===== config.mk =====
export PLATFORM = sky130hd
export DESIGN_NAME = pqt_ctrl
export DESIGN_NICKNAME = d
export VERILOG_FILES = /design/src/design/assert_macros.svh /design/src/design/pqt_pkg.sv /design/src/design/pqt_ctrl.sv
export SDC_FILE = /design/constraint.sdc
export NUM_CORES = 1
export LEC_CHECK = 0
export BUFFER_PORTS_ARGS = -buffer_cell sky130_fd_sc_hd__buf_4
export CELL_PAD_IN_SITES_DETAIL_PLACEMENT = 0
export CELL_PAD_IN_SITES_GLOBAL_PLACEMENT = 1
export CORE_ASPECT_RATIO = 1.4
export CORE_MARGIN = 1
export CORE_UTILIZATION = 34
export CTS_CLUSTER_SIZE = 24
export DETAILED_ROUTE_END_ITERATION = 8
export HOLD_SLACK_MARGIN = 0.08
export PLACE_DENSITY = 0.94
export SYNTH_ARGS = -nofsm -noshare
export SYNTH_HDL_FRONTEND = slang
export SYNTH_SLANG_ARGS = --single-unit

===== constraint.sdc =====
create_clock -name clk -period 3.2 [get_ports clk]
set_input_delay 0.16 -clock clk [delete_from_list [all_inputs] [get_ports clk]]
set_output_delay 0.16 -clock clk [all_outputs]
set_load 0.02 [all_outputs]

===== src/design/assert_macros.svh =====
// ----------------------------------------------------------------------------
// Assertion macros
// Shared concurrent assertion wrappers for the persistence qualifier table.
// ----------------------------------------------------------------------------
`ifndef ASSERT_MACROS_SVH
`define ASSERT_MACROS_SVH

`ifndef ASSERT_OFF
`define PQT_ASSERT(lbl, clk_s, rst_s, prop) \
  lbl: assert property (@(posedge clk_s) disable iff (rst_s) (prop)) \
    else $error("assertion failed");
`define PQT_ASSERT_IMPL(lbl, clk_s, rst_s, ante, cons) \
  lbl: assert property (@(posedge clk_s) disable iff (rst_s) (ante) |-> (cons)) \
    else $error("assertion failed");
`else
`define PQT_ASSERT(lbl, clk_s, rst_s, prop)
`define PQT_ASSERT_IMPL(lbl, clk_s, rst_s, ante, cons)
`endif

`endif


===== src/design/pqt_pkg.sv =====
// ----------------------------------------------------------------------------
// Persistence qualifier table package
// Widths, register codes, item types and controller/datapath structs.
// ----------------------------------------------------------------------------
package pqt_pkg;

  localparam int TABLE_DEPTH_DEF = 64;
  localparam int SCAN_DEPTH_DEF  = 128;

  localparam int ADDR_W = 48;
  localparam int SWAP_W = 32;
  localparam int HITS_W = 8;
  localparam int CFG_W  = 7;
  localparam int DROP_W = 16;
  localparam int SEEN_W = 8;
  localparam int PADDR_W = 3;
  localparam int PDATA_W = 32;

  localparam logic [HITS_W-1:0] HITS_MAX = 8'hFF;

  localparam logic REG_MIN_OBS  = 1'b0;
  localparam logic REG_CAPACITY = 1'b1;

  localparam logic [CFG_W-1:0] MIN_OBS_RST  = 7'd3;
  localparam logic [CFG_W-1:0] CAPACITY_RST = 7'd64;

  localparam logic OP_CAND = 1'b0;
  localparam logic OP_END  = 1'b1;

  typedef struct packed {
    logic              op;
    logic [ADDR_W-1:0] region_start;
    logic [ADDR_W-1:0] region_end;
    logic [SWAP_W-1:0] swap_kb;
  } pqt_in_t;

  typedef struct packed {
    logic              has_region;
    logic [ADDR_W-1:0] stable_start;
    logic [ADDR_W-1:0] stable_end;
    logic [SWAP_W-1:0] stable_swap_kb;
    logic [HITS_W-1:0] observations;
    logic [SEEN_W-1:0] candidates_seen;
    logic [DROP_W-1:0] dropped_count;
    logic              last;
  } pqt_out_t;

  typedef struct packed {
    logic cap_in;
    logic drop;
    logic append;
    logic clr_i;
    logic inc_i;
    logic clr_j;
    logic inc_j;
    logic load_cur;
    logic set_h;
    logic wr_hits;
    logic clr_ahead;
    logic load_rank;
    logic rank_step;
    logic wr_keep;
    logic clr_copy;
    logic copy_step;
    logic commit_tracked;
    logic emit;
    logic emit_none;
    logic finish;
    logic sc_use_j;
    logic tr_use_i;
  } pqt_cmd_t;

  typedef struct packed {
    logic scan_full;
    logic i_eq_scan;
    logic j_eq_scan;
    logic i_eq_tr;
    logic j_eq_tr;
    logic dup_hit;
    logic start_match;
    logic full_match;
    logic is_qual;
    logic none_qual;
    logic out_free;
  } pqt_status_t;

endpackage


===== src/design/pqt_ctrl.sv =====
// ----------------------------------------------------------------------------
// Persistence qualifier table controller
// Sequences candidate lookup, hit update, ranking, table copy and emission.
// ----------------------------------------------------------------------------
module pqt_ctrl import pqt_pkg::*; (
  input  logic        clk,
  input  logic        rst,
  input  logic        in_valid,
  input  logic        in_op,
  output logic        in_ready,
  input  pqt_status_t status,
  output pqt_cmd_t    cmd
);

  localparam logic [4:0] S_IDLE   = 5'd0;
  localparam logic [4:0] S_DUP_RD = 5'd1;
  localparam logic [4:0] S_DUP_EV = 5'd2;
  localparam logic [4:0] S_A_OUT  = 5'd3;
  localparam logic [4:0] S_A_LD   = 5'd4;
  localparam logic [4:0] S_A_RD   = 5'd5;
  localparam logic [4:0] S_A_EV   = 5'd6;
  localparam logic [4:0] S_A_WR   = 5'd7;
  localparam logic [4:0] S_B_OUT  = 5'd8;
  localparam logic [4:0] S_B_LD   = 5'd9;
  localparam logic [4:0] S_B_RD   = 5'd10;
  localparam logic [4:0] S_B_EV   = 5'd11;
  localparam logic [4:0] S_B_WR   = 5'd12;
  localparam logic [4:0] S_C_OUT  = 5'd13;
  localparam logic [4:0] S_C_EV   = 5'd14;
  localparam logic [4:0] S_D_SEL  = 5'd15;
  localparam logic [4:0] S_D_NONE = 5'd16;
  localparam logic [4:0] S_D_OUT  = 5'd17;
  localparam logic [4:0] S_D_EV   = 5'd18;
  localparam logic [4:0] S_FIN    = 5'd19;

  logic [4:0] state;
  logic [4:0] state_next;

  always_ff @(posedge clk) begin
    if (rst) begin
      state <= S_IDLE;
    end else begin
      state <= state_next;
    end
  end

  always_comb begin
    cmd        = '0;
    in_ready   = 1'b0;
    state_next = state;
    case (state)
      S_IDLE: begin
        in_ready = 1'b1;
        if (in_valid) begin
          cmd.cap_in = 1'b1;
          if (in_op == OP_END) begin
            cmd.clr_i  = 1'b1;
            state_next = S_A_OUT;
          end else if (status.scan_full) begin
            cmd.drop = 1'b1;
          end else begin
            cmd.clr_j  = 1'b1;
            state_next = S_DUP_RD;
          end
        end
      end
      S_DUP_RD: begin
        cmd.sc_use_j = 1'b1;
        if (status.j_eq_scan) begin
          cmd.append = 1'b1;
          state_next = S_IDLE;
        end else begin
          state_next = S_DUP_EV;
        end
      end
      S_DUP_EV: begin
        if (status.dup_hit) begin
          cmd.drop   = 1'b1;
          state_next = S_IDLE;
        end else begin
          cmd.inc_j  = 1'b1;
          state_next = S_DUP_RD;
        end
      end
      S_A_OUT: begin
        if (status.i_eq_scan) begin
          cmd.clr_i  = 1'b1;
          state_next = S_B_OUT;
        end else begin
          cmd.clr_j  = 1'b1;
          state_next = S_A_LD;
        end
      end
      S_A_LD: begin
        cmd.load_cur = 1'b1;
        state_next   = S_A_RD;
      end
      S_A_RD: begin
        state_next = status.j_eq_tr ? S_A_WR : S_A_EV;
      end
      S_A_EV: begin
        if (status.start_match) begin
          cmd.set_h  = status.full_match;
          state_next = S_A_WR;
        end else begin
          cmd.inc_j  = 1'b1;
          state_next = S_A_RD;
        end
      end
      S_A_WR: begin
        cmd.wr_hits = 1'b1;
        cmd.inc_i   = 1'b1;
        state_next  = S_A_OUT;
      end
      S_B_OUT: begin
        if (status.i_eq_scan) begin
          cmd.clr_i    = 1'b1;
          cmd.clr_copy = 1'b1;
          state_next   = S_C_OUT;
        end else begin
          cmd.clr_j     = 1'b1;
          cmd.clr_ahead = 1'b1;
          state_next    = S_B_LD;
        end
      end
      S_B_LD: begin
        cmd.load_rank = 1'b1;
        state_next    = S_B_RD;
      end
      S_B_RD: begin
        cmd.sc_use_j = 1'b1;
        state_next   = status.j_eq_scan ? S_B_WR : S_B_EV;
      end
      S_B_EV: begin
        cmd.rank_step = 1'b1;
        cmd.inc_j     = 1'b1;
        state_next    = S_B_RD;
      end
      S_B_WR: begin
        cmd.wr_keep = 1'b1;
        cmd.inc_i   = 1'b1;
        state_next  = S_B_OUT;
      end
      S_C_OUT: begin
        if (status.i_eq_scan) begin
          cmd.commit_tracked = 1'b1;
          cmd.clr_i          = 1'b1;
          state_next         = S_D_SEL;
        end else begin
          state_next = S_C_EV;
        end
      end
      S_C_EV: begin
        cmd.copy_step = 1'b1;
        cmd.inc_i     = 1'b1;
        state_next    = S_C_OUT;
      end
      S_D_SEL: begin
        cmd.tr_use_i = 1'b1;
        state_next   = status.none_qual ? S_D_NONE : S_D_OUT;
      end
      S_D_NONE: begin
        if (status.out_free) begin
          cmd.emit_none = 1'b1;
          state_next    = S_FIN;
        end
      end
      S_D_OUT: begin
        cmd.tr_use_i = 1'b1;
        state_next   = status.i_eq_tr ? S_FIN : S_D_EV;
      end
      S_D_EV: begin
        cmd.tr_use_i = 1'b1;
        if (!status.is_qual) begin
          cmd.inc_i  = 1'b1;
          state_next = S_D_OUT;
        end else if (status.out_free) begin
          cmd.emit   = 1'b1;
          cmd.inc_i  = 1'b1;
          state_next = S_D_OUT;
        end
      end
      S_FIN: begin
        cmd.finish = 1'b1;
        state_next = S_IDLE;
      end
      default: begin
        state_next = S_IDLE;
      end
    endcase
  end

endmodule


; Yosys cells after proc, flatten, opt, wreduce, memory -nomap -nowiden
; Cells that the tools add are included.
[totals]
reg_bits = 5
latchBits = 0
ramBits = 0
rom_bits = 0
inputBits = 15
out_inout_bits = 23
wordCells = 90
n_memories = 0
[op_classes]
addsub = 0
n_mul = 0
n_div = 0
n_lt_le_gt_ge = 0
eq_ne = 23
shifts = 0
muxes = 58
bitwise = 0
reduce_logical = 8
[ops]
columns = cell, count
row1 = $pmux 5 s18, 1
row2 = $eq 5x4->1 const B, 8
row3 = $mux 1, 40
row4 = $mux 5, 6
row5 = $eq 5x3->1 const B, 4
row6 = $eq 5x5->1 const B, 4
row7 = $eq 5x2->1 const B, 2
row8 = $reduce_or 3->1, 3
row9 = $pmux 1 s2, 4
row10 = $mux 2, 3
row11 = $mux 3, 2
row12 = $ne 3x3->1 const B, 2
row13 = $reduce_or 2->1, 3
row14 = $eq 5x1->1 const B, 1
row15 = $logic_not 5->1, 1
row16 = $mux 4, 1
row17 = $ne 2x2->1 const B, 2
row18 = $reduce_and 4->1, 1
row19 = $pmux 1 s3, 1

; Longest topological paths before layout
; Gate-level depths: netlist of the first run.
[depth]
ltp_word = 4
depth_mapped = 6
depth_no_buf = 4

; Worst setup path after synthesis of the first run
; No wires, ideal clock.
[synth_path]
kind = reg-to-output
start = register state[3]
end = output port cmd[16] (netlist bit)
arrival_ns = 1.544
t_required_ns = 3.040
setup_slack_ns = 1.496
stages_incl_launch_ff = 6
n_path_buf = 2
cell_sequence = dfxtp_1 buf_6 buf_4 nor2_1 a21oi_1 o41ai_1
[synth_lines]
columns = element, line
row1 = from (decl), pqt_ctrl.sv:36  ; logic [4:0] state;
row2 = from (signal assigned), pqt_ctrl.sv:43  ; state <= state_next;
row3 = to (decl), pqt_ctrl.sv:12  ; output pqt_cmd_t cmd

==> flow_metrics.env, run 1 <==
export IMPL_grt_max_degree=28
export IMPL_cp_slowest_cell="dfxtp_1"
export IMPL_cp_top_family="flip-flops"
export IMPL_drive_gt1_share_pct=33.8
export IMPL_synthTopCellsByArea="dfxtp_1, nor2_1, buf_6"
export IMPL_syn_cell_area_sq_um=843
export IMPL_status="finished with violations"
export IMPL_synthArstFlopShare_pct=0
export IMPL_port_buffers=37
export IMPL_p_per_area_nw_per_um2=329
export IMPL_design_area_sq_um=1090
export IMPL_fp_coreArea_sq_um=2360
export IMPL_largest_reg_flops=5
export IMPL_fp_dieW_um=44.1
export IMPL_nets=167
export IMPL_path_class="reg -> out"
export IMPL_synth_seq_cells=5
export IMPL_yosysUniqueCellTypes=46
export IMPL_initial_core_util_pct=35.7
export IMPL_synth_seq_area_share_pct=11.9
export IMPL_cts_resized=0
export IMPL_finalSetupViolCount=0
export IMPL_fin_skew_ps=0.377
export IMPL_layout_cells_non_filler=174
export IMPL_clock_sinks=5
export IMPL_synth_top_area_share_pct=11.9
export IMPL_placed_area_sq_um=1060
export IMPL_cts_buffers=3
export IMPL_num_io_pins=38
export IMPL_drtAntennaViolNets=0
export IMPL_cts_buffer_depth=2
export IMPL_ys_warn_count=0
export IMPL_setup_tns_ps=0
export IMPL_rsz0062_at_grt="no"
export IMPL_cts_setup_buffers=0
export IMPL_arrival_ps=2170
export IMPL_place_congestion=0.806
export IMPL_crit_buf_inv=1
export IMPL_clockRootBuffer="clkbuf_4"
export IMPL_tritoncts="done"
export IMPL_total_power_w=0.000358
export IMPL_syn_area_per_cell_sq_um=6.97
export IMPL_grt_pass1_vias=954
export IMPL_slowest_delay_ps=870
export IMPL_wl_per_cell_um=14.9
export IMPL_cp_required_ps=3040
export IMPL_finalMaxSlewViolations=0
export IMPL_firstDrtPassIters=6
export IMPL_vias=1035
export IMPL_dp_cells=170
export IMPL_area_growth_pct=28.8
export IMPL_synth_top_area_cell="dfxtp_1"
export IMPL_clk_pin_slew_worst_paths_ps=50
export IMPL_fin_crit_sh_pct=72.7
export IMPL_peakVddDrop_uv=127
export IMPL_tightestPinTransition_ps=868
export IMPL_die_area_sq_um=2690
export IMPL_maxCapViolations=0
export IMPL_synthesis_instances=121
export IMPL_routed_wl_mm=2.60
export IMPL_max_freq_ghz=0.430
export IMPL_synth_edf_count=0
export IMPL_synth_most_common_cell="nor2_1"
export IMPL_largest_register="state"
export IMPL_largest_registers="state x5"
export IMPL_p_leak_nw=0.465
export IMPL_grt_pass1_wl_mm=4.08
export IMPL_antenna_found_initial=0
export IMPL_vias_per_cell=5.95
export IMPL_grt_ovfl_total=0
export IMPL_crit_path_max_fanout=27
export IMPL_min_path_type="in -> reg"
export IMPL_clock_latency_ps=250
export IMPL_layout_min_cycle_time_ps=2330
export IMPL_track_usage_pct=19.5
export IMPL_violations="DRC"
export IMPL_synth_fp_nets=136
export IMPL_drt_iter0_markers=68
export IMPL_yosys_top_cells_count="nor2_1, nand2_1, nor2b_1, nor3_1, o21ai_0"
export IMPL_drc=3
export IMPL_rows=21
export IMPL_fp_dieH_um=60.9
export IMPL_hold_viol=0
export IMPL_h_tree_depth=1
export IMPL_crit_chain="nand2_1, nor2_1, a21oi_1, o41ai_1, buf_4"
export IMPL_max_slew_margin_pct=42.0
export IMPL_cp_start_kind="flop"
export IMPL_n_antenna_cell=0
export IMPL_cp_end_kind="primary output"
export IMPL_post_dp_hpwl_mm=1.88
export IMPL_hold_buffers=0
export IMPL_synth_flop_cell="dfxtp_1"
==> cell families (layout without fill, tap and decap cells) <==
| kind of cell | count (synthesis) | count (layout) | synth area share (%) |
|---|---|---|---|
| and+or+nand+nor | 67 | 67 | 46.3 |
| buffers and inverters | 17 | 47 | 13.4 |
| DFF | 5 | 5 | 11.9 |
| AOI/OAI and AO/OA | 32 | 32 | 28.5 |
==> final timing paths <==
check	endpoint	start	slack [ps]	depth (start not counted)
worst min-delay path	state[2]	rst	120	2
worst max register to register	state[0]	state[3]	1260	4
worst min register to register	state[2]	state[4]	820	1
worst max-delay path	cmd[16]	state[0]	870	5
==> layout make-up <==
| class | count | area (sq um) |
|---|---|---|
| fillers | 237 | 1280 |
| multi-input cells | 99 | 631 |
| repair buffers | 37 | 278 |
| flip-flops and latches | 5 | 100 |
| well taps | 23 | 28.8 |
| clock buffers | 4 | 26.3 |
| inverters | 6 | 22.5 |
==> per-stage QoR <==
stage | utilization, % | hold WS, ps | setup WS [ps]
after CTS | 45.9 | 119 | 879
after global routing | 45.9 | 127 | 720
final | 45.9 | 123 | 875
after floorplan | - | 231 | 1500
after detailed placement | 44.8 | 377 | 1190
after global placement | 44.8 | 376 | 1220
==> cells in the final DEF (no fill, tap or decap), types with 2 or more instances in the layout <==
master | synthesis | routed
nor2b_1 | 7 | 7
inv_1 | 5 | 5
a31oi_1 | 3 | 3
nor4_1 | 2 | 2
nand3_1 | 4 | 4
nand2_1 | 8 | 8
nor2_1 | 15 | 15
a21oi_1 | 4 | 4
o21ai_0 | 6 | 6
and3_1 | 3 | 3
a21o_1 | 2 | 2
o2111ai_1 | 2 | 2
buf_4 | 4 | 37
dfxtp_1 | 5 | 5
nand4_1 | 3 | 3
clkbuf_4 | 0 | 3
nor3_2 | 2 | 2
o211ai_1 | 2 | 2
nor3b_1 | 3 | 3
nor3_1 | 6 | 6
nand2b_1 | 3 | 3
nand3b_1 | 2 | 2
==> layer usage <==
metal,global-route usage [%],vias to the layer above,share of wire [%]
met4,6.49,0,2.6
li1,-,507,-
met5,0,-,0
met1,24.5,481,40
met3,2.98,8,5.2
met2,33.6,39,52
==> power by group <==
part | internal, W | total [W] | switching [W] | leakage [nW]
Sequential | 0.0000680 | 0.000104 | 0.0000358 | 0.0407
Combinational | 0.0000856 | 0.000178 | 0.0000923 | 0.410
Clock | 0.0000473 | 0.0000762 | 0.0000289 | 0.0150
Total | 0.000201 | 0.000358 | 0.000157 | 0.465
Power figures use the tool's default switching activity.
==> run 2: changes to the inputs <==
- CORE_UTILIZATION: 34 -> 31
- PLACE_DENSITY: 0.94 -> 0.88
- clock period: 3.2 -> 2.27 ns (I/O delays scaled with it)
==> flow_metrics.env, run 2 (synthesis results as in run 1) <==
export IMPL_r2r_start="state[4]"
export IMPL_largest_registers="state x5"
export IMPL_max_freq_ghz=0.503
export IMPL_nets=172
export IMPL_peakVddDrop_uv=158
export IMPL_drive_gt1_share_pct=36.5
export IMPL_design_area_sq_um=1140
export IMPL_cp_required_ps=2160
export IMPL_clockRootBuffer="clkbuf_4"
export IMPL_worstRegToRegCells=4
export IMPL_die_area_sq_um=2940
export IMPL_tightestPinTransition_ps=709
export IMPL_h_tree_depth=1
export IMPL_setup_tns_ps=0
export IMPL_status="finished, final reports clean"
export IMPL_hold_path_depth=3
export IMPL_track_usage_pct=20.3
export IMPL_routed_wl_mm=2.69
export IMPL_min_to="state[1]"
export IMPL_fp_coreArea_sq_um=2620
export IMPL_fin_crit_sh_pct=87.5
export IMPL_place_congestion=0.831
export IMPL_grt_max_degree=25
export IMPL_finalMaxSlewViolations=0
export IMPL_fp_dieW_um=46.1
export IMPL_total_power_w=0.000518
export IMPL_cp_start_kind="flop"
export IMPL_finalSetupViolCount=0
export IMPL_antenna_found_initial=0
export IMPL_p_per_area_nw_per_um2=452
export IMPL_largest_register="state"
export IMPL_area_growth_pct=35.8
export IMPL_wl_per_cell_um=14.0
export IMPL_clk_pin_slew_worst_paths_ps=40
export IMPL_initial_core_util_pct=32.2
export IMPL_final_common_cell="buf_4"
export IMPL_post_dp_hpwl_mm=2.00
export IMPL_vias_per_cell=5.63
export IMPL_maxCapViolations=0
export IMPL_largest_reg_flops=5
export IMPL_cp_startpoint="state[2]"
export IMPL_drtAntennaViolNets=0
export IMPL_rows=22
export IMPL_placed_area_sq_um=1110
export IMPL_path_class="reg -> out"
export IMPL_p_leak_nw=0.490
export IMPL_cp_end_kind="primary output"
export IMPL_min_path_type="in -> reg"
export IMPL_arrival_ps=1870
export IMPL_grt_ovfl_total=0
export IMPL_layout_min_cycle_time_ps=1990
export IMPL_min_from="status[0]"
export IMPL_layout_common_cells="buf_4, nor2_1, nand2_1"
export IMPL_fin_skew_ps=1.93
export IMPL_tritoncts="done"
export IMPL_reg2reg_to="state[1]"
export IMPL_port_buffers=37
export IMPL_n_antenna_cell=0
export IMPL_clock_sinks=5
export IMPL_clock_latency_ps=240
export IMPL_vias=1080
export IMPL_crit_path_max_fanout=16
export IMPL_max_slew_margin_pct=52.6
export IMPL_num_io_pins=38
export IMPL_rsz0062_at_grt="no"
export IMPL_drc=0
export IMPL_fp_dieH_um=63.7
export IMPL_hold_viol=0
export IMPL_cts_buffers=3
export IMPL_grt_pass1_vias=1000
export IMPL_firstDrtPassIters=4
export IMPL_cts_buffer_depth=2
export IMPL_drt_iter0_markers=21
export IMPL_grt_pass1_wl_mm=4.57
export IMPL_rrSetupSlack_ps=530
export IMPL_cts_setup_buffers=0
## run 2: cell count changes in the layout (fill, tap and decap cells not counted)
cell,change
buf_4,+4
dfxtp_1,-2
dfxtp_2,+2
dlygate4sd3_1,+1
## run 2: worst max-delay path, stage by stage (launching register included)
cell	delay (ps)
dfxtp_1	480
nor2_2	380
nand3_1	170
or3_1	330
o41ai_1	70
buf_4	200
## run 2: power by group
group	total (W)	switching, W	leakage, nW	internal, W
sequential	0.000123	0.0000264	0.0416	0.0000966
clock	0.000103	0.0000366	0.0150	0.0000665
combinational	0.000292	0.000161	0.434	0.000131
total	0.000518	0.000224	0.490	0.000294
## run 2: what timing repair did
action                                 CTS  global route
gates resized for setup                  0             2
setup endpoints to repair                0             3
endpoints found under the hold margin    2             0
hold buffers                             1             0
## run 2: layer usage
layer / track usage (%) / routed length [um]
met4: 8.82 / 48
met3: 3.72 / 144
met1: 28.2 / 1170
met5: 0 / 0
met2: 29.6 / 1330
## run 2: cell type report
type,count,area [sq um]
tap,36,45.0
timing repair buffer,42,318
fill,282,1470
multi-input combinational,99,631
sequential,5,103
clock buffer,4,26.3
inverter,6,22.5
## run 2: stage by stage
step | hold WS (ps) | setup WS [ps] | cells | util, %
finish | 239 | 283 | 192 | 43.8
global route | 231 | 96.7 | 192 | 43.8
CTS | 221 | 106 | 192 | 43.7
detailed placement | 334 | 359 | 187 | 42.3
global placement | 328 | 416 | 187 | 42.3
floorplan | 184 | 613 | 121 | -
## run 2: how the worst max path moves through the flow
stage	end	cells after the start
detailed placement	cmd[18]	5
global route	cmd[18]	5
finish	cmd[16]	5
floorplan	cmd[16]	5
CTS	cmd[18]	5
global placement	cmd[18]	5
==> run 3: changes to the inputs <==
- CORE_ASPECT_RATIO: 1.4 -> 1.5
==> flow_metrics.env, run 3 (synthesis results as in run 1) <==
export IMPL_rows=22
export IMPL_wl_met2_mm=1.48
export IMPL_hold_viol=0
export IMPL_multi_input_area_sq_um=631
export IMPL_fin_skew_ps=1.37
export IMPL_met1_length_mm=1.13
export IMPL_largest_registers="state x5"
export IMPL_firstDrtPassIters=4
export IMPL_post_dp_hpwl_mm=1.99
export IMPL_placed_area_sq_um=1110
export IMPL_track_usage_pct=19.8
export IMPL_pwr_share_seq_pct=22.1
export IMPL_final_core_utilization_pct=45.6
export IMPL_p_per_area_nw_per_um2=457
export IMPL_final_common_cell="buf_4"
export IMPL_drt_iter0_markers=54
export IMPL_clk_pin_slew_worst_paths_ps=50
export IMPL_dr_wl_met3_um=189
export IMPL_cp_required_ps=2160
export IMPL_antenna_found_initial=0
export IMPL_fp_coreArea_sq_um=2500
export IMPL_switching_power_w=0.000229
export IMPL_highest_layer="met4"
export IMPL_initial_core_util_pct=33.7
export IMPL_clock_sinks=5
export IMPL_finalSetupViolCount=0
export IMPL_wl_per_cell_um=14.6
export IMPL_routed_wl_mm=2.81
export IMPL_n_antenna_cell=0
export IMPL_crit_path_max_fanout=19
export IMPL_place_congestion=0.858
export IMPL_p_clk_share_pct=20.0
export IMPL_largest_reg_flops=5
export IMPL_drive_gt1_share_pct=35.3
export IMPL_rrSetupSlack_ps=400
export IMPL_p_leak_nw=0.491
export IMPL_largest_register="state"
export IMPL_drtAntennaViolNets=0
export IMPL_fin_crit_sh_pct=91.0
export IMPL_layout_min_cycle_time_ps=2070
export IMPL_grt_pass1_wl_mm=4.43
export IMPL_clock_latency_ps=240
export IMPL_nets=172
export IMPL_p_int_w=0.000293
export IMPL_tightestPinTransition_ps=682
export IMPL_port_buffers=37
export IMPL_cts_resized=0
export IMPL_cts_buffers=3
export IMPL_arrival_ps=1950
export IMPL_area_growth_pct=35.5
export IMPL_clockRootBuffer="clkbuf_4"
export IMPL_num_io_pins=38
export IMPL_maxCapViolations=0
export IMPL_grt_max_degree=27
export IMPL_finalMaxSlewViolations=0
export IMPL_grt_pass1_vias=981
export IMPL_peakVddDrop_uv=179
export IMPL_hold_buffers=1
export IMPL_setup_tns_ps=0
export IMPL_cp_end_kind="primary output"
export IMPL_h_tree_depth=1
export IMPL_fp_dieH_um=65.9
export IMPL_drc=0
export IMPL_vias=1054
export IMPL_status="finished, final reports clean"
export IMPL_tritoncts="done"
export IMPL_switching_share_pct=43.9
export IMPL_vias_per_cell=5.49
export IMPL_die_area_sq_um=2940
export IMPL_fp_dieW_um=44.6
export IMPL_min_path_type="in -> reg"
export IMPL_max_freq_ghz=0.484
export IMPL_power_share_combinational_pct=57.9
export IMPL_rsz0062_at_grt="no"
export IMPL_design_area_sq_um=1140
export IMPL_cp_start_kind="flop"
export IMPL_regArea_sq_um=100
export IMPL_cts_buffer_depth=2
export IMPL_path_class="reg -> out"
export IMPL_cts_setup_buffers=0
export IMPL_max_slew_margin_pct=54.5
export IMPL_fill_cells=262
export IMPL_grt_ovfl_total=0
export IMPL_layout_common_cells="buf_4, nor2_1, nand2_1"
export IMPL_fin_hold_ws_ps=208
==> run 3: cell count changes in the layout (fill, tap and decap cells not counted) <==
cell / delta
dfxtp_1: +2
dfxtp_2: -2
==> run 3: final cells by class <==
type | instances | share of cell area, %
clock buffer | 4 | 2.30
timing repair buffer | 42 | 27.8
multi-input combinational | 99 | 55.2
tap | 36 | 3.94
inverter | 6 | 1.97
sequential | 5 | 8.76
==> run 3: layer usage <==
| layer | track usage (%) | up-vias |
|---|---|---|
| met5 | 0 | - |
| met4 | 9.09 | 0 |
| met1 | 26.0 | 474 |
| li1 | - | 523 |
| met2 | 32.2 | 55 |
| met3 | 1.09 | 2 |
==> run 3: final timing paths <==
path	from	end	cells after the start
worst max register to register	state[3]	state[0]	5
worst max-delay path	state[1]	cmd[18]	5
worst min-delay path	status[0]	state[1]	3
worst min register to register	state[0]	state[4]	3
==> run 3: through the flow <==
stage	instances	setup WS (ps)	power (W)
3_5_place_dp	187	463	0.000412
3_3_place_gp	187	478	0.000412
2_1_floorplan	121	613	0.000323
4_1_cts	192	202	0.000523
6_report	192	204	0.000522
5_1_grt	192	95.8	0.000557
==> run 3: power groups by stage <==
stage          clock network (W)  registers (W)  logic, W
6_report                0.000105       0.000115  0.000302
5_1_grt                 0.000113       0.000117  0.000327
4_1_cts                 0.000109       0.000115  0.000299
3_5_place_dp                   0       0.000116  0.000296
3_3_place_gp                   0       0.000115  0.000296
2_1_floorplan                  0       0.000103  0.000220
==> run 3: critical path, cell delays in order, from the launching register on <==
cell     delay [ps]
dfxtp_1         680
or3b_2          500
o21ai_0          80
a22o_1          150
a32o_1          160
buf_4           130
